<file path="src/rtl/core/sdl_pkg.sv">
// Shared types and constants for the sorted descending list engine.
// Used by sdl_ctrl, sdl_dp and sorted_descending_list_engine; no dependencies.
`timescale 1ns / 1ps
`default_nettype none

package sdl_pkg;

    // Default number of stored values
    localparam int unsigned CAPACITY_DEF = 16;

    // Widths fixed by the request fields
    localparam int unsigned FUNC_W   = 3;
    localparam int unsigned VALUE_W  = 32;
    localparam int unsigned STATUS_W = 2;

    // Operation codes carried by a request
    typedef enum logic [FUNC_W-1:0] {
        FN_INSERT      = 3'd0,
        FN_REMOVE      = 3'd1,
        FN_SEARCH      = 3'd2,
        FN_REMOVE_HEAD = 3'd3,
        FN_CLEAR       = 3'd4
    } func_t;

    // Result status codes
    typedef enum logic [STATUS_W-1:0] {
        ST_OK        = 2'd0,
        ST_EMPTY     = 2'd1,
        ST_NOT_FOUND = 2'd2,
        ST_FULL      = 2'd3
    } status_t;

    // Controller states
    typedef enum logic [3:0] {
        S_IDLE,
        S_DISPATCH,
        S_INS_RD,
        S_INS_CMP,
        S_INS_LAST,
        S_SCAN_RD,
        S_SCAN_CMP,
        S_SH_RD,
        S_SH_WR,
        S_DONE
    } state_t;

    // Walk index updates
    typedef enum logic [2:0] {
        IDX_HOLD,
        IDX_ZERO,
        IDX_TAIL,
        IDX_INC,
        IDX_DEC
    } idx_cmd_t;

    // Fill count updates
    typedef enum logic [1:0] {
        CNT_HOLD,
        CNT_INC,
        CNT_DEC,
        CNT_CLR
    } cnt_cmd_t;

    // Memory address selects: walk index or the entry after it
    typedef enum logic {
        ADDR_IDX,
        ADDR_IDX1
    } addr_sel_t;

    // Memory write data selects
    typedef enum logic {
        WD_VAL,
        WD_RDATA
    } wd_sel_t;

    // Commands from the controller to the datapath
    typedef struct packed {
        logic      ld_op;
        idx_cmd_t  idx_cmd;
        cnt_cmd_t  cnt_cmd;
        logic      rd_en;
        addr_sel_t rd_sel;
        logic      wr_en;
        addr_sel_t wr_sel;
        wd_sel_t   wd_sel;
        logic      set_status;
        status_t   status_code;
        logic      set_found;
        logic      ld_out;
    } ctrl_cmd_t;

    // Status from the datapath to the controller
    typedef struct packed {
        func_t func;
        logic  cnt_zero;
        logic  cnt_full;
        logic  idx_zero;
        logic  idx_last;
        logic  less;
        logic  match;
    } dp_stat_t;

endpackage

`default_nettype wire

</file>
<file path="src/rtl/core/sorted_descending_list_engine.sv">
// Sorted descending list engine: up to CAPACITY signed values kept largest first.
// Request channel: in_valid/in_ready with func and value. Result channel:
// out_valid/out_ready with status, found, head_value, head_valid and count.
// One request is worked at a time; each returns exactly one result.
// Clear, no-op, full insert and remove or search on an empty store finish without a walk.
// Insert walks from the tail past the stored values smaller than the new one;
// search scans from the head to the match; remove scans, then shifts the later
// values down; remove head shifts the whole store.
// The next request is taken in the cycle after the result is loaded.
// A new request is accepted while the previous result still waits; if the
// receiver stalls, the finished next result holds until the register frees.
// Reset empties the store at once (count 0); no clearing pass is needed,
// since entries beyond the count are never read.
// Depends on sdl_pkg, sdl_ctrl and sdl_dp.
`timescale 1ns / 1ps
`default_nettype none

module sorted_descending_list_engine
#(
    parameter int unsigned CAPACITY = sdl_pkg::CAPACITY_DEF,
    localparam int unsigned CW      = $clog2(CAPACITY + 1)
)
(
    input  wire logic                                clk,
    input  wire logic                                rst_n,
    input  wire logic                                in_valid,
    output logic                                     in_ready,
    input  wire logic [sdl_pkg::FUNC_W-1:0]          func,
    input  wire logic signed [sdl_pkg::VALUE_W-1:0]  value,
    output logic                                     out_valid,
    input  wire logic                                out_ready,
    output logic [sdl_pkg::STATUS_W-1:0]             status,
    output logic                                     found,
    output logic signed [sdl_pkg::VALUE_W-1:0]       head_value,
    output logic                                     head_valid,
    output logic [CW-1:0]                            count
);

    sdl_pkg::ctrl_cmd_t cmd;
    sdl_pkg::dp_stat_t  stat;

    // Sequence the operation
    sdl_ctrl u_ctrl (
        .clk       (clk),
        .rst_n     (rst_n),
        .in_valid  (in_valid),
        .in_ready  (in_ready),
        .out_valid (out_valid),
        .out_ready (out_ready),
        .stat      (stat),
        .cmd       (cmd)
    );

    // Store, walk and result registers
    sdl_dp #(
        .CAPACITY (CAPACITY)
    ) u_dp (
        .clk        (clk),
        .rst_n      (rst_n),
        .cmd        (cmd),
        .stat       (stat),
        .func       (func),
        .value      (value),
        .status     (status),
        .found      (found),
        .head_value (head_value),
        .head_valid (head_valid),
        .count      (count)
    );

endmodule

`default_nettype wire

</file>
<file path="src/rtl/core/sdl_ctrl.sv">
// Controller state machine for the sorted descending list engine.
// Sequences insert, scan and shift walks; depends on sdl_pkg.
`timescale 1ns / 1ps
`default_nettype none

module sdl_ctrl
(
    input  wire logic              clk,
    input  wire logic              rst_n,
    input  wire logic              in_valid,
    output logic                   in_ready,
    output logic                   out_valid,
    input  wire logic              out_ready,
    input  wire sdl_pkg::dp_stat_t stat,
    output sdl_pkg::ctrl_cmd_t     cmd
);

    sdl_pkg::state_t state_reg;
    sdl_pkg::state_t state_next;
    logic            out_valid_reg;
    logic            out_valid_next;

    // Hold state and result valid
    always_ff @(posedge clk or negedge rst_n)
    begin
        if (!rst_n)
        begin
            state_reg     <= sdl_pkg::S_IDLE;
            out_valid_reg <= 1'b0;
        end
        else
        begin
            state_reg     <= state_next;
            out_valid_reg <= out_valid_next;
        end
    end

    assign in_ready  = (state_reg == sdl_pkg::S_IDLE);
    assign out_valid = out_valid_reg;

    // Next state and commands
    always_comb
    begin
        state_next      = state_reg;
        cmd             = '0;
        cmd.idx_cmd     = sdl_pkg::IDX_HOLD;
        cmd.cnt_cmd     = sdl_pkg::CNT_HOLD;
        cmd.rd_sel      = sdl_pkg::ADDR_IDX;
        cmd.wr_sel      = sdl_pkg::ADDR_IDX;
        cmd.wd_sel      = sdl_pkg::WD_VAL;
        cmd.status_code = sdl_pkg::ST_OK;
        out_valid_next  = out_valid_reg && !out_ready;

        unique case (state_reg)
            sdl_pkg::S_IDLE:
            begin
                if (in_valid)
                begin
                    cmd.ld_op  = 1'b1;
                    state_next = sdl_pkg::S_DISPATCH;
                end
            end

            sdl_pkg::S_DISPATCH:
            begin
                unique case (stat.func)
                    sdl_pkg::FN_INSERT:
                    begin
                        if (stat.cnt_full)
                        begin
                            cmd.set_status  = 1'b1;
                            cmd.status_code = sdl_pkg::ST_FULL;
                            state_next      = sdl_pkg::S_DONE;
                        end
                        else if (stat.cnt_zero)
                        begin
                            cmd.idx_cmd = sdl_pkg::IDX_ZERO;
                            state_next  = sdl_pkg::S_INS_LAST;
                        end
                        else
                        begin
                            cmd.idx_cmd = sdl_pkg::IDX_TAIL;
                            state_next  = sdl_pkg::S_INS_RD;
                        end
                    end
                    sdl_pkg::FN_REMOVE,
                    sdl_pkg::FN_SEARCH:
                    begin
                        if (stat.cnt_zero)
                        begin
                            cmd.set_status  = (stat.func == sdl_pkg::FN_REMOVE);
                            cmd.status_code = sdl_pkg::ST_EMPTY;
                            state_next      = sdl_pkg::S_DONE;
                        end
                        else
                        begin
                            cmd.idx_cmd = sdl_pkg::IDX_ZERO;
                            state_next  = sdl_pkg::S_SCAN_RD;
                        end
                    end
                    sdl_pkg::FN_REMOVE_HEAD:
                    begin
                        if (stat.cnt_zero)
                        begin
                            cmd.set_status  = 1'b1;
                            cmd.status_code = sdl_pkg::ST_EMPTY;
                            state_next      = sdl_pkg::S_DONE;
                        end
                        else
                        begin
                            cmd.idx_cmd   = sdl_pkg::IDX_ZERO;
                            cmd.set_found = 1'b1;
                            state_next    = sdl_pkg::S_SH_RD;
                        end
                    end
                    sdl_pkg::FN_CLEAR:
                    begin
                        cmd.cnt_cmd = sdl_pkg::CNT_CLR;
                        state_next  = sdl_pkg::S_DONE;
                    end
                    default:
                    begin
                        state_next = sdl_pkg::S_DONE;
                    end
                endcase
            end

            // Insert walks from the tail, moving smaller values up one slot
            sdl_pkg::S_INS_RD:
            begin
                cmd.rd_en  = 1'b1;
                state_next = sdl_pkg::S_INS_CMP;
            end

            sdl_pkg::S_INS_CMP:
            begin
                cmd.wr_en  = 1'b1;
                cmd.wr_sel = sdl_pkg::ADDR_IDX1;
                if (stat.less)
                begin
                    cmd.wd_sel = sdl_pkg::WD_RDATA;
                    if (stat.idx_zero)
                    begin
                        state_next = sdl_pkg::S_INS_LAST;
                    end
                    else
                    begin
                        cmd.idx_cmd = sdl_pkg::IDX_DEC;
                        state_next  = sdl_pkg::S_INS_RD;
                    end
                end
                else
                begin
                    cmd.wd_sel  = sdl_pkg::WD_VAL;
                    cmd.cnt_cmd = sdl_pkg::CNT_INC;
                    state_next  = sdl_pkg::S_DONE;
                end
            end

            sdl_pkg::S_INS_LAST:
            begin
                cmd.wr_en   = 1'b1;
                cmd.wr_sel  = sdl_pkg::ADDR_IDX;
                cmd.wd_sel  = sdl_pkg::WD_VAL;
                cmd.cnt_cmd = sdl_pkg::CNT_INC;
                state_next  = sdl_pkg::S_DONE;
            end

            // Scan from the head for the first match
            sdl_pkg::S_SCAN_RD:
            begin
                cmd.rd_en  = 1'b1;
                state_next = sdl_pkg::S_SCAN_CMP;
            end

            sdl_pkg::S_SCAN_CMP:
            begin
                if (stat.match)
                begin
                    cmd.set_found = 1'b1;
                    state_next    = (stat.func == sdl_pkg::FN_SEARCH) ?
                                    sdl_pkg::S_DONE : sdl_pkg::S_SH_RD;
                end
                else if (stat.idx_last)
                begin
                    cmd.set_status  = (stat.func == sdl_pkg::FN_REMOVE);
                    cmd.status_code = sdl_pkg::ST_NOT_FOUND;
                    state_next      = sdl_pkg::S_DONE;
                end
                else
                begin
                    cmd.idx_cmd = sdl_pkg::IDX_INC;
                    state_next  = sdl_pkg::S_SCAN_RD;
                end
            end

            // Close the gap: move each later value down one slot
            sdl_pkg::S_SH_RD:
            begin
                if (stat.idx_last)
                begin
                    cmd.cnt_cmd = sdl_pkg::CNT_DEC;
                    state_next  = sdl_pkg::S_DONE;
                end
                else
                begin
                    cmd.rd_en  = 1'b1;
                    cmd.rd_sel = sdl_pkg::ADDR_IDX1;
                    state_next = sdl_pkg::S_SH_WR;
                end
            end

            sdl_pkg::S_SH_WR:
            begin
                cmd.wr_en   = 1'b1;
                cmd.wr_sel  = sdl_pkg::ADDR_IDX;
                cmd.wd_sel  = sdl_pkg::WD_RDATA;
                cmd.idx_cmd = sdl_pkg::IDX_INC;
                state_next  = sdl_pkg::S_SH_RD;
            end

            // Publish the result once the output register is free
            sdl_pkg::S_DONE:
            begin
                if (!out_valid_reg || out_ready)
                begin
                    cmd.ld_out     = 1'b1;
                    out_valid_next = 1'b1;
                    state_next     = sdl_pkg::S_IDLE;
                end
            end

            default:
            begin
                state_next = sdl_pkg::S_IDLE;
            end
        endcase
    end

    // An accepted request is decoded in the next cycle
    a_accept_dispatch: assert property (@(posedge clk) disable iff (!rst_n)
        in_valid && in_ready |=> state_reg == sdl_pkg::S_DISPATCH)
        else $error("accepted request not dispatched");

    // A result is only loaded from the done state
    a_ld_out_done: assert property (@(posedge clk) disable iff (!rst_n)
        cmd.ld_out |-> state_reg == sdl_pkg::S_DONE)
        else $error("result loaded outside done state");

    // Loading a result never overwrites one that is still waiting
    a_no_overwrite: assert property (@(posedge clk) disable iff (!rst_n)
        cmd.ld_out |-> !out_valid_reg || out_ready)
        else $error("pending result overwritten");

endmodule

`default_nettype wire

</file>
<file path="src/rtl/core/sdl_dp.sv">
// Datapath for the sorted descending list engine: value memory, walk index,
// fill count, head copy and result registers. Depends on sdl_pkg.
`timescale 1ns / 1ps
`default_nettype none

module sdl_dp
#(
    parameter int unsigned CAPACITY = sdl_pkg::CAPACITY_DEF,
    localparam int unsigned AW      = (CAPACITY > 1) ? $clog2(CAPACITY) : 1,
    localparam int unsigned CW      = $clog2(CAPACITY + 1)
)
(
    input  wire logic                                clk,
    input  wire logic                                rst_n,
    input  wire sdl_pkg::ctrl_cmd_t                  cmd,
    output sdl_pkg::dp_stat_t                        stat,
    input  wire logic [sdl_pkg::FUNC_W-1:0]          func,
    input  wire logic signed [sdl_pkg::VALUE_W-1:0]  value,
    output logic [sdl_pkg::STATUS_W-1:0]             status,
    output logic                                     found,
    output logic signed [sdl_pkg::VALUE_W-1:0]       head_value,
    output logic                                     head_valid,
    output logic [CW-1:0]                            count
);

    localparam logic [CW-1:0] CNT_MAX = CW'(CAPACITY);
    localparam logic [CW-1:0] CNT_ONE = CW'(1);

    logic signed [sdl_pkg::VALUE_W-1:0] mem [CAPACITY];

    sdl_pkg::func_t                     func_reg;
    logic signed [sdl_pkg::VALUE_W-1:0] val_reg;
    logic signed [sdl_pkg::VALUE_W-1:0] rdata_reg;
    logic signed [sdl_pkg::VALUE_W-1:0] head_reg;
    logic [CW-1:0]                      idx_reg;
    logic [CW-1:0]                      idx_next;
    logic [CW-1:0]                      cnt_reg;
    logic [CW-1:0]                      cnt_next;
    logic [CW-1:0]                      idx_plus;
    sdl_pkg::status_t                   status_reg;
    logic                               found_reg;
    sdl_pkg::status_t                   res_status_reg;
    logic                               res_found_reg;
    logic signed [sdl_pkg::VALUE_W-1:0] res_head_reg;
    logic                               res_hvalid_reg;
    logic [CW-1:0]                      res_count_reg;
    logic [AW-1:0]                      rd_addr;
    logic [AW-1:0]                      wr_addr;
    logic signed [sdl_pkg::VALUE_W-1:0] wr_data;

    assign idx_plus = idx_reg + CNT_ONE;

    // Address and data selection
    always_comb
    begin
        rd_addr = (cmd.rd_sel == sdl_pkg::ADDR_IDX1) ? idx_plus[AW-1:0] : idx_reg[AW-1:0];
        wr_addr = (cmd.wr_sel == sdl_pkg::ADDR_IDX1) ? idx_plus[AW-1:0] : idx_reg[AW-1:0];
        wr_data = (cmd.wd_sel == sdl_pkg::WD_RDATA) ? rdata_reg : val_reg;
    end

    // Value memory, registered read
    always_ff @(posedge clk)
    begin
        if (cmd.wr_en)
        begin
            mem[wr_addr] <= wr_data;
        end
        if (cmd.rd_en)
        begin
            rdata_reg <= mem[rd_addr];
        end
    end

    // Walk index and fill count updates
    always_comb
    begin
        unique case (cmd.idx_cmd)
            sdl_pkg::IDX_HOLD: idx_next = idx_reg;
            sdl_pkg::IDX_ZERO: idx_next = '0;
            sdl_pkg::IDX_TAIL: idx_next = cnt_reg - CNT_ONE;
            sdl_pkg::IDX_INC:  idx_next = idx_plus;
            sdl_pkg::IDX_DEC:  idx_next = idx_reg - CNT_ONE;
            default:           idx_next = idx_reg;
        endcase
        unique case (cmd.cnt_cmd)
            sdl_pkg::CNT_HOLD: cnt_next = cnt_reg;
            sdl_pkg::CNT_INC:  cnt_next = cnt_reg + CNT_ONE;
            sdl_pkg::CNT_DEC:  cnt_next = cnt_reg - CNT_ONE;
            sdl_pkg::CNT_CLR:  cnt_next = '0;
            default:           cnt_next = cnt_reg;
        endcase
    end

    // Control state: count, index, operation status
    always_ff @(posedge clk or negedge rst_n)
    begin
        if (!rst_n)
        begin
            cnt_reg    <= '0;
            idx_reg    <= '0;
            status_reg <= sdl_pkg::ST_OK;
            found_reg  <= 1'b0;
        end
        else
        begin
            cnt_reg <= cnt_next;
            idx_reg <= idx_next;
            if (cmd.ld_op)
            begin
                status_reg <= sdl_pkg::ST_OK;
                found_reg  <= 1'b0;
            end
            else
            begin
                if (cmd.set_status)
                begin
                    status_reg <= cmd.status_code;
                end
                if (cmd.set_found)
                begin
                    found_reg <= 1'b1;
                end
            end
        end
    end

    // Latch request, track the head entry, load the result
    always_ff @(posedge clk)
    begin
        if (cmd.ld_op)
        begin
            func_reg <= sdl_pkg::func_t'(func);
            val_reg  <= value;
        end
        if (cmd.wr_en && wr_addr == '0)
        begin
            head_reg <= wr_data;
        end
        if (cmd.ld_out)
        begin
            res_status_reg <= status_reg;
            res_found_reg  <= found_reg;
            res_head_reg   <= (cnt_reg != '0) ? head_reg : '0;
            res_hvalid_reg <= (cnt_reg != '0);
            res_count_reg  <= cnt_reg;
        end
    end

    // Status toward the controller
    always_comb
    begin
        stat.func     = func_reg;
        stat.cnt_zero = (cnt_reg == '0);
        stat.cnt_full = (cnt_reg >= CNT_MAX);
        stat.idx_zero = (idx_reg == '0);
        stat.idx_last = (idx_plus == cnt_reg);
        stat.less     = (rdata_reg < val_reg);
        stat.match    = (rdata_reg == val_reg);
    end

    assign status     = res_status_reg;
    assign found      = res_found_reg;
    assign head_value = res_head_reg;
    assign head_valid = res_hvalid_reg;
    assign count      = res_count_reg;

    // Fill count never exceeds capacity
    a_cnt_bound: assert property (@(posedge clk) disable iff (!rst_n)
        cnt_reg <= CNT_MAX)
        else $error("fill count above capacity");

    // Grow only when room is left, shrink only when not empty
    a_cnt_inc: assert property (@(posedge clk) disable iff (!rst_n)
        cmd.cnt_cmd == sdl_pkg::CNT_INC |-> cnt_reg < CNT_MAX)
        else $error("insert into full store");

    a_cnt_dec: assert property (@(posedge clk) disable iff (!rst_n)
        cmd.cnt_cmd == sdl_pkg::CNT_DEC |-> cnt_reg != '0)
        else $error("remove from empty store");

    // Memory writes stay inside the occupied region plus one slot
    a_wr_range: assert property (@(posedge clk) disable iff (!rst_n)
        cmd.wr_en |-> {1'b0, wr_addr} <= {1'b0, cnt_reg})
        else $error("write beyond fill level");

endmodule

`default_nettype wire
</file>
<file path="config.mk">
export PLATFORM = sky130hd
export DESIGN_NAME = sorted_descending_list_engine
export DESIGN_NICKNAME = d
export VERILOG_FILES = /design/src/rtl/core/sdl_pkg.sv /design/src/rtl/core/sorted_descending_list_engine.sv /design/src/rtl/core/sdl_ctrl.sv /design/src/rtl/core/sdl_dp.sv
export SDC_FILE = /design/constraint.sdc
export NUM_CORES = 1
export LEC_CHECK = 0
export CORE_MARGIN = 4
export CORE_UTILIZATION = 35
export CTS_CLUSTER_SIZE = 24
export DETAILED_ROUTE_END_ITERATION = 10
export DONT_BUFFER_PORTS = 1
export GPL_TIMING_DRIVEN = 0
export PLACE_DENSITY = 0.52
export REMOVE_ABC_BUFFERS = 1
export SYNTH_ARGS = -nofsm -noshare
export SYNTH_HDL_FRONTEND = slang
export SYNTH_SLANG_ARGS = --single-unit
</file>
<file path="constraint.sdc">
create_clock -name clk -period 3.4 [get_ports clk]
set_clock_uncertainty 0.2 [all_clocks]
set_input_delay 0.17 -clock clk [delete_from_list [all_inputs] [get_ports clk]]
set_output_delay 0.17 -clock clk [all_outputs]
set_load 0.1 [all_outputs]
</file>
==> results of run 1 <==
-- cell families (layout without fill, tap and decap cells) --
logic type,after synthesis,in the layout,share of synthesized area
multiplexers,38,62,0.01692
flip-flops,638,638,0.7650
XOR/XNOR,13,13,0.005171
adder cells (fa/ha/maj),37,37,0.01857
AND/OR/NAND/NOR,358,358,0.07755
buffers and inverters,136,427,0.02434
AO/OA/AOI/OAI,360,361,0.09246
other,0,1,0
-- how the worst min path moves through the flow --
stage                         start                  to  slack [ns]  cells past startpoint
after floorplan               rst_n    u_ctrl.out_valid       -0.33                      0
after global placement        rst_n  u_dp.status_reg[1]       -0.32                      0
after detailed placement      rst_n    u_ctrl.out_valid       -0.32                      0
after CTS                 out_ready    u_ctrl.out_valid        0.15                      3
after global routing      out_ready    u_ctrl.out_valid        0.18                      3
final                     out_ready    u_ctrl.out_valid        0.18                      3
-- cell usage in the layout, fill, tap and decap left out, types with 5 or more instances in the layout --
| cell | netlist | routed |
|---|---|---|
| mux2_4 | 0 | 53 |
| o22ai_4 | 0 | 39 |
| dfrtp_1 | 18 | 9 |
| nor2_4 | 0 | 18 |
| nor3_1 | 144 | 105 |
| o21ai_0 | 18 | 16 |
| clkinv_1 | 1 | 15 |
| or4_1 | 33 | 31 |
| a21oi_1 | 30 | 27 |
| and2_1 | 35 | 34 |
| inv_1 | 41 | 36 |
| buf_4 | 4 | 57 |
| xnor2_2 | 1 | 5 |
| o22ai_2 | 0 | 94 |
| buf_16 | 0 | 42 |
| ha_1 | 37 | 32 |
| o22ai_1 | 261 | 128 |
| buf_12 | 0 | 54 |
| dfrtp_2 | 0 | 6 |
| buf_6 | 5 | 23 |
| dlygate4sd3_1 | 0 | 74 |
| ha_4 | 0 | 5 |
| nand4_1 | 11 | 11 |
| xnor2_1 | 9 | 5 |
| nor2_1 | 45 | 26 |
| nand2_1 | 37 | 37 |
| clkinv_2 | 0 | 8 |
| o211ai_1 | 5 | 5 |
| edfxtp_1 | 620 | 620 |
| bufinv_16 | 0 | 6 |
| nor3_2 | 0 | 37 |
| buf_8 | 0 | 5 |
| clkbuf_1 | 46 | 12 |
| clkbuf_16 | 0 | 81 |
| nor2b_1 | 6 | 6 |
| nand3_1 | 15 | 14 |
-- routing by layer --
| layer | up-vias | global-route usage | part of all wire |
|---|---|---|---|
| li1 | 6994 | - | - |
| met1 | 8482 | 0.2851 | 0.43 |
| met2 | 831 | 0.3102 | 0.46 |
| met3 | 184 | 0.05032 | 0.085 |
| met4 | 2 | 0.06899 | 0.031 |
| met5 | - | 0 | 0.0011 |
-- critical path, stage by stage, from the launching register on --
cell	delay (ns)
edfxtp_1	0.51
inv_1	0.08
ha_1	0.30
nand4_1	0.13
buf_6	0.16
nor3_4	0.06
a21boi_4	0.16
o41ai_4	0.62
nand3_2	0.19
a32oi_4	0.32
buf_16	0.17
buf_12	0.11
buf_16	0.14
buf_4	0.12
mux2_4	0.34
-- timing repair --
action                                 in CTS  in global routing
resized for setup                         239                172
gates cloned                               39                 26
setup endpoints to repair                1104                733
buffers inserted                           95                 17
hold buffers                               74                  0
endpoints found under the hold margin      73                  0
pin swaps                                  64                 62
-- area by class of cell --
| type | instances | share of cell area |
|---|---|---|
| clock inverter | 35 | 0.01068 |
| antenna | 1 | 0.00007316 |
| multi-input combinational | 831 | 0.2201 |
| sequential | 638 | 0.5580 |
| clock buffer | 80 | 0.05107 |
| tap | 940 | 0.03439 |
| timing repair buffer | 270 | 0.1208 |
| inverter | 42 | 0.004902 |
-- through the flow --
stage	setup WS (ns)	hold WS, ns	power (µW)	setup TNS (ns)	cells
floorplan	-4.821	-0.3256	15860	-858.58	1486
global placement	-11.82	-0.3249	17420	-4561.28	2426
detailed placement	-2.501	-0.3247	19520	-1146.78	2472
CTS	-0.4149	0.1545	30520	-146.21	2795
global route	-0.5258	0.1761	33490	-267.56	2837
finish	-0.4770	0.1788	32320	-220.13	2837
-- power groups by stage --
| stage | Combinational (µW) | Sequential, µW | Clock (µW) |
|---|---|---|---|
| after global routing | 14100 | 11700 | 7680 |
| after floorplan | 4390 | 11500 | 0 |
| final | 13400 | 11700 | 7210 |
| after CTS | 11600 | 11600 | 7310 |
| after global placement | 5730 | 11700 | 0 |
| after detailed placement | 7830 | 11700 | 0 |
==> results.sh, run 1 <==
export IMPL_dpl_cell_area_um2=26850
export IMPL_largest_reg_flops=497
export IMPL_switching_share=0.3569
export IMPL_drive_gt1_frac=0.3133
export IMPL_setup_viol_count_final=650
export IMPL_cts_buffers=68
export IMPL_async_flop_share=0.02821
export IMPL_hold_viol_final=0
export IMPL_max_cap_violations=0
export IMPL_max_slew_margin=0.3195
export IMPL_synth_distinct_cells=68
export IMPL_postLayoutCellArea_um2=34200
export IMPL_cp_endpoint="u_dp.mem[0][4]"
export IMPL_initial_core_util=0.3547
export IMPL_worstRegToRegCells=14
export IMPL_antenna_found_initial=1
export IMPL_ys_warn_count=0
export IMPL_row_count=97
export IMPL_area_growth_synth_to_final_pct=37.22
export IMPL_p_leak_uw=0.01154
export IMPL_tightest_slew_ns=1.017
export IMPL_register_area_um2=19090
export IMPL_synth_top_area_cell="edfxtp_1"
export IMPL_via_per_inst=5.814
export IMPL_max_freq_ghz=0.2579
export IMPL_netlist_instances=1580
export IMPL_setup_ws_ns=-0.4770
export IMPL_dp_hpwl_um=40260
export IMPL_synthFlopType="edfxtp_1"
export IMPL_arrival_ns=4.02
export IMPL_antenna_left=0
export IMPL_cp_required_ns=3.54
export IMPL_synth_top_cells_by_count="620 x edfxtp_1, 261 x o22ai_1, 144 x nor3_1"
export IMPL_h_tree_depth=3
export IMPL_clkPwrFrac=0.223
export IMPL_die_h_um=274.9
export IMPL_num_fill_cells=5746
export IMPL_crit_fanout=8
export IMPL_worstReg2RegStart="u_dp.val_reg[13]"
export IMPL_ys_ff_latch=638
export IMPL_wl_per_cell_um=28.90
export IMPL_clockBufferDepth=3
export IMPL_dieWidth_um=274.9
export IMPL_ys_seq_area_frac=0.7650
export IMPL_worstSetupStartpointType="flip-flop"
export IMPL_totalWireLength_um=82000
export IMPL_combPwrFrac=0.416
export IMPL_synth_area_um2=24930
export IMPL_worstReg2RegEnd="u_dp.mem[0][4]"
export IMPL_portBuffers=0
export IMPL_vias=16493
export IMPL_fin_crit_ns=3.877
export IMPL_synth_area_leaders="edfxtp_1 75%, o22ai_1 6.6%, nor3_1 2.9%, ha_1 1.9%, dfrtp_1 1.8%"
export IMPL_synth_top_cell_area_share=0.7469
export IMPL_synth_edf_count=620
export IMPL_yosysMostFrequentCell="edfxtp_1"
export IMPL_clk_latency_ns=0.61
export IMPL_finalMaxSlewViolations=0
export IMPL_seqPwrFrac=0.361
export IMPL_finalCritPeriodShare=1.140
export IMPL_path_clk_slew_ns=0.06
export IMPL_io_pins=82
export IMPL_endpoint_kind="flip-flop"
export IMPL_remaining_drc_errors=0
export IMPL_peakVddDrop_mv=0.4932
export IMPL_top_register="u_dp.mem"
export IMPL_fin_nets=1927
export IMPL_grt_overflow=0
export IMPL_violations="setup timing"
export IMPL_grt_pass1_wl_um=111400
export IMPL_dr_pass1_iters=5
export IMPL_criticalPathCategory="reg2reg"
export IMPL_grt_start_max_net_pins=36
export IMPL_gr_usage_all_layers=0.2031
export IMPL_first_global_vias=16037
export IMPL_cp_startpoint="u_dp.val_reg[13]"
export IMPL_switchingPower_uw=11540
export IMPL_syn_area_per_cell_um2=15.78
export IMPL_dieArea_um2=75550
export IMPL_cellPowerDensity_nw_per_um2=945.1
export IMPL_cts_tree="built"
export IMPL_rsz0062_at_grt="yes"
export IMPL_drt_iter0_drc=1842
export IMPL_cts_sinks=638
export IMPL_status="finished, violations left"
export IMPL_multi_input_comb_area_um2=7528
export IMPL_place_gp_congestion=0.7391
export IMPL_core_area_um2=70270
export IMPL_r2r_slack_ns=-0.48
export IMPL_hold_class="in2reg"
export IMPL_internal_power_uw=20790
export IMPL_postLayoutCoreUtil=0.4867
export IMPL_cts_root_buf="clkbuf_16"
No activity file was read; power rests on OpenSTA's default activity.
==> run 2: changes to the inputs <==
--- a/config.mk
+++ b/config.mk
@@ -17,2 +17,3 @@
 export SYNTH_HDL_FRONTEND = slang
+export SYNTH_HIERARCHICAL = 1
 export SYNTH_SLANG_ARGS = --single-unit
--- a/constraint.sdc
+++ b/constraint.sdc
@@ -4,2 +4,2 @@
 set_output_delay 0.17 -clock clk [all_outputs]
-set_load 0.1 [all_outputs]
+set_load 0.02 [all_outputs]
==> results.sh, run 2 <==
export IMPL_antenna_left=0
export IMPL_arrival_ns=3.92
export IMPL_grt_overflow=0
export IMPL_synth_distinct_cells=62
export IMPL_criticalPathCategory="reg2reg"
export IMPL_h_tree_depth=3
export IMPL_cp_startpoint="u_dp/idx_reg[0]"
export IMPL_row_count=99
export IMPL_dpl_cell_area_um2=27980
export IMPL_synth_top_cells_by_count="620 x edfxtp_1, 128 x mux4_2, 73 x nand2_1"
export IMPL_drive_gt1_frac=0.4211
export IMPL_hold_class="in2reg"
export IMPL_max_slew_margin=0.3117
export IMPL_worstRegToRegCells=15
export IMPL_totalWireLength_um=72030
export IMPL_p_leak_uw=0.01196
export IMPL_layout_common_cells="620 x edfxtp_1, 128 x mux4_2, 115 x buf_4"
export IMPL_ys_warn_count=6
export IMPL_remaining_drc_errors=0
export IMPL_tightest_slew_ns=1.023
export IMPL_ys_seq_area_frac=0.7385
export IMPL_finalMaxSlewViolations=0
export IMPL_setup_viol_count_final=545
export IMPL_postLayoutCellArea_um2=35480
export IMPL_via_per_inst=5.402
export IMPL_status="finished, violations left"
export IMPL_dieArea_um2=78180
export IMPL_max_cap_violations=0
export IMPL_place_gp_congestion=0.7526
export IMPL_dp_slack_ns=-2.489
export IMPL_drt_iter0_drc=1270
export IMPL_area_growth_synth_to_final_pct=37.39
export IMPL_fin_crit_ns=3.786
export IMPL_top_register="u_dp/mem"
export IMPL_violations="setup timing"
export IMPL_clockBufferDepth=3
export IMPL_num_fill_cells=5948
export IMPL_syn_area_per_cell_um2=18.51
export IMPL_cp_required_ns=3.54
export IMPL_synth_area_leaders="edfxtp_1 72%, mux4_2 11%, ha_1 1.8%, dfrtp_1 1.7%, mux2i_1 1.4%"
export IMPL_dr_pass1_iters=5
export IMPL_synth_top_cell_area_share=0.7210
export IMPL_vias=14981
export IMPL_fin_tns_setup_ns=-72.34
export IMPL_core_area_um2=73080
export IMPL_gr_usage_all_layers=0.1714
export IMPL_rsz0062_at_grt="yes"
export IMPL_grt_start_max_net_pins=25
export IMPL_dp_hpwl_um=39630
export IMPL_yosysMostFrequentCell="edfxtp_1"
export IMPL_dieWidth_um=279.6
export IMPL_die_h_um=279.6
export IMPL_peakVddDrop_mv=0.3846
export IMPL_grt_pass1_wl_um=98840
export IMPL_worstReg2RegStart="u_dp/idx_reg[0]"
export IMPL_largest_reg_flops=512
export IMPL_synthFlopType="edfxtp_1"
export IMPL_finalCritPeriodShare=1.113
export IMPL_io_pins=82
export IMPL_path_clk_slew_ns=0.06
export IMPL_synth_area_um2=25820
export IMPL_endpoint_kind="flip-flop"
export IMPL_async_flop_share=0.02821
export IMPL_holdWs_ns=0.01177
export IMPL_wl_per_cell_um=25.98
export IMPL_max_freq_ghz=0.2642
export IMPL_cts_buffers=68
export IMPL_portBuffers=0
export IMPL_cellPowerDensity_nw_per_um2=873.5
export IMPL_worstSetupStartpointType="flip-flop"
export IMPL_setup_ws_ns=-0.3856
export IMPL_hold_viol_final=0
export IMPL_cts_tree="built"
export IMPL_min_from="in_valid"
export IMPL_clk_latency_ns=0.61
export IMPL_synth_edf_count=620
export IMPL_cts_root_buf="clkbuf_16"
export IMPL_ys_ff_latch=638
export IMPL_first_global_vias=14620
export IMPL_fin_nets=1839
export IMPL_crit_fanout=8
export IMPL_initial_core_util=0.3533
export IMPL_postLayoutCoreUtil=0.4854
export IMPL_mostFrequentLayoutCell="edfxtp_1"
export IMPL_whs_path_depth=2
export IMPL_cts_sinks=638
export IMPL_synth_top_area_cell="edfxtp_1"
export IMPL_netlist_instances=1395
export IMPL_antenna_found_initial=2
==> run 2: changes by cell type after synthesis, moves of 14 or more <==
| cell | before | now |
|---|---|---|
| a22oi_1 | 2 | 36 |
| or4_1 | 33 | 1 |
| mux4_2 | 0 | 128 |
| nor2b_1 | 6 | 40 |
| o21ai_0 | 18 | 55 |
| buf_2 | 35 | 21 |
| nor3_1 | 144 | 10 |
| nand2_1 | 37 | 73 |
| o21ai_1 | 0 | 32 |
| mux2i_1 | 5 | 36 |
| mux2_2 | 33 | 5 |
| and2_1 | 35 | 3 |
| o22ai_1 | 261 | 3 |
==> run 2: final timing paths <==
path	end	slack, ns
max reg2reg	u_dp/rdata_reg[20]	-0.39
max	u_dp/rdata_reg[20]	-0.39
min reg2reg	u_dp/found	0.26
min in group asynchronous	u_dp/cnt_reg[3]	0.50
max in group asynchronous	u_dp/idx_reg[0]	1.82
min	u_dp/status_reg[1]	0.01
==> run 2: critical path, cell delays in order (launching register included) <==
cell and delay [ns]:
dfrtp_4 0.53, ha_4 0.22, xnor2_4 0.14, xnor2_2 0.15, nor4_4 0.36, nor4_4 0.06, buf_4 0.16, xnor2_4 0.20
buf_6 0.16, buf_16 0.11, buf_12 0.10, buf_12 0.15, buf_12 0.14, mux4_2 0.51, a22oi_2 0.21, o21ai_1 0.09
==> run 2: kinds of logic (layout without fill, tap and decap cells) <==
group,Yosys count,in the layout,synth area share
and+or+nand+nor,222,222,0.04293
other,0,2,0
DFF,638,638,0.7385
adders and majority gates,37,37,0.01793
xor gates and xnor gates,16,16,0.005427
AOI/OAI and AO/OA,195,226,0.04666
muxes,169,170,0.1278
buffers and inverters,118,503,0.02079
==> run 2: power by group <==
part           total, µW  switching (µW)  internal, µW  leakage [µW]
Clock               7110            3010          4090       0.00104
Combinational      12700            6270          6420       0.00511
Sequential         11200             753         10400       0.00582
Total              31000           10000         21000        0.0120
==> run 2: area by class of cell <==
type	instances	area, µm²	area share
well taps	959	1200	0.03382
flip-flops and latches	638	19080	0.5378
repair buffers	341	4516	0.1273
diodes	2	5.005	0.0001411
multi-input cells	671	8381	0.2362
clock inverters	34	271.5	0.007653
clock buffers	85	1851	0.05216
inverters	43	173.9	0.004902
==> run 2: stage by stage <==
stage	std cells	power (µW)
6_report	2773	30990
4_1_cts	2651	29080
3_3_place_gp	2279	16760
2_1_floorplan	1320	15650
3_5_place_dp	2337	19100
5_1_grt	2773	32320
==> run 2: routing by layer <==
| layer | vias up | share of wire | global-route usage | routed length [µm] |
|---|---|---|---|---|
| met2 | 431 | 0.49 | 0.2808 | 35290 |
| met5 | - | 0 | 0 | 0 |
| li1 | 6430 | - | - | - |
| met1 | 8030 | 0.44 | 0.2408 | 31790 |
| met3 | 90 | 0.050 | 0.03217 | 3623 |
| met4 | 0 | 0.018 | 0.03860 | 1328 |
==> run 2: repair_timing <==
item                                   in CTS  in global routing
hold buffers                               65                  0
setup endpoints to repair                1104                946
setup buffers                             105                112
endpoints found under the hold margin      56                  0
resized for setup                         273                242
pin swaps                                  53                 89
cloned                                     27                 19
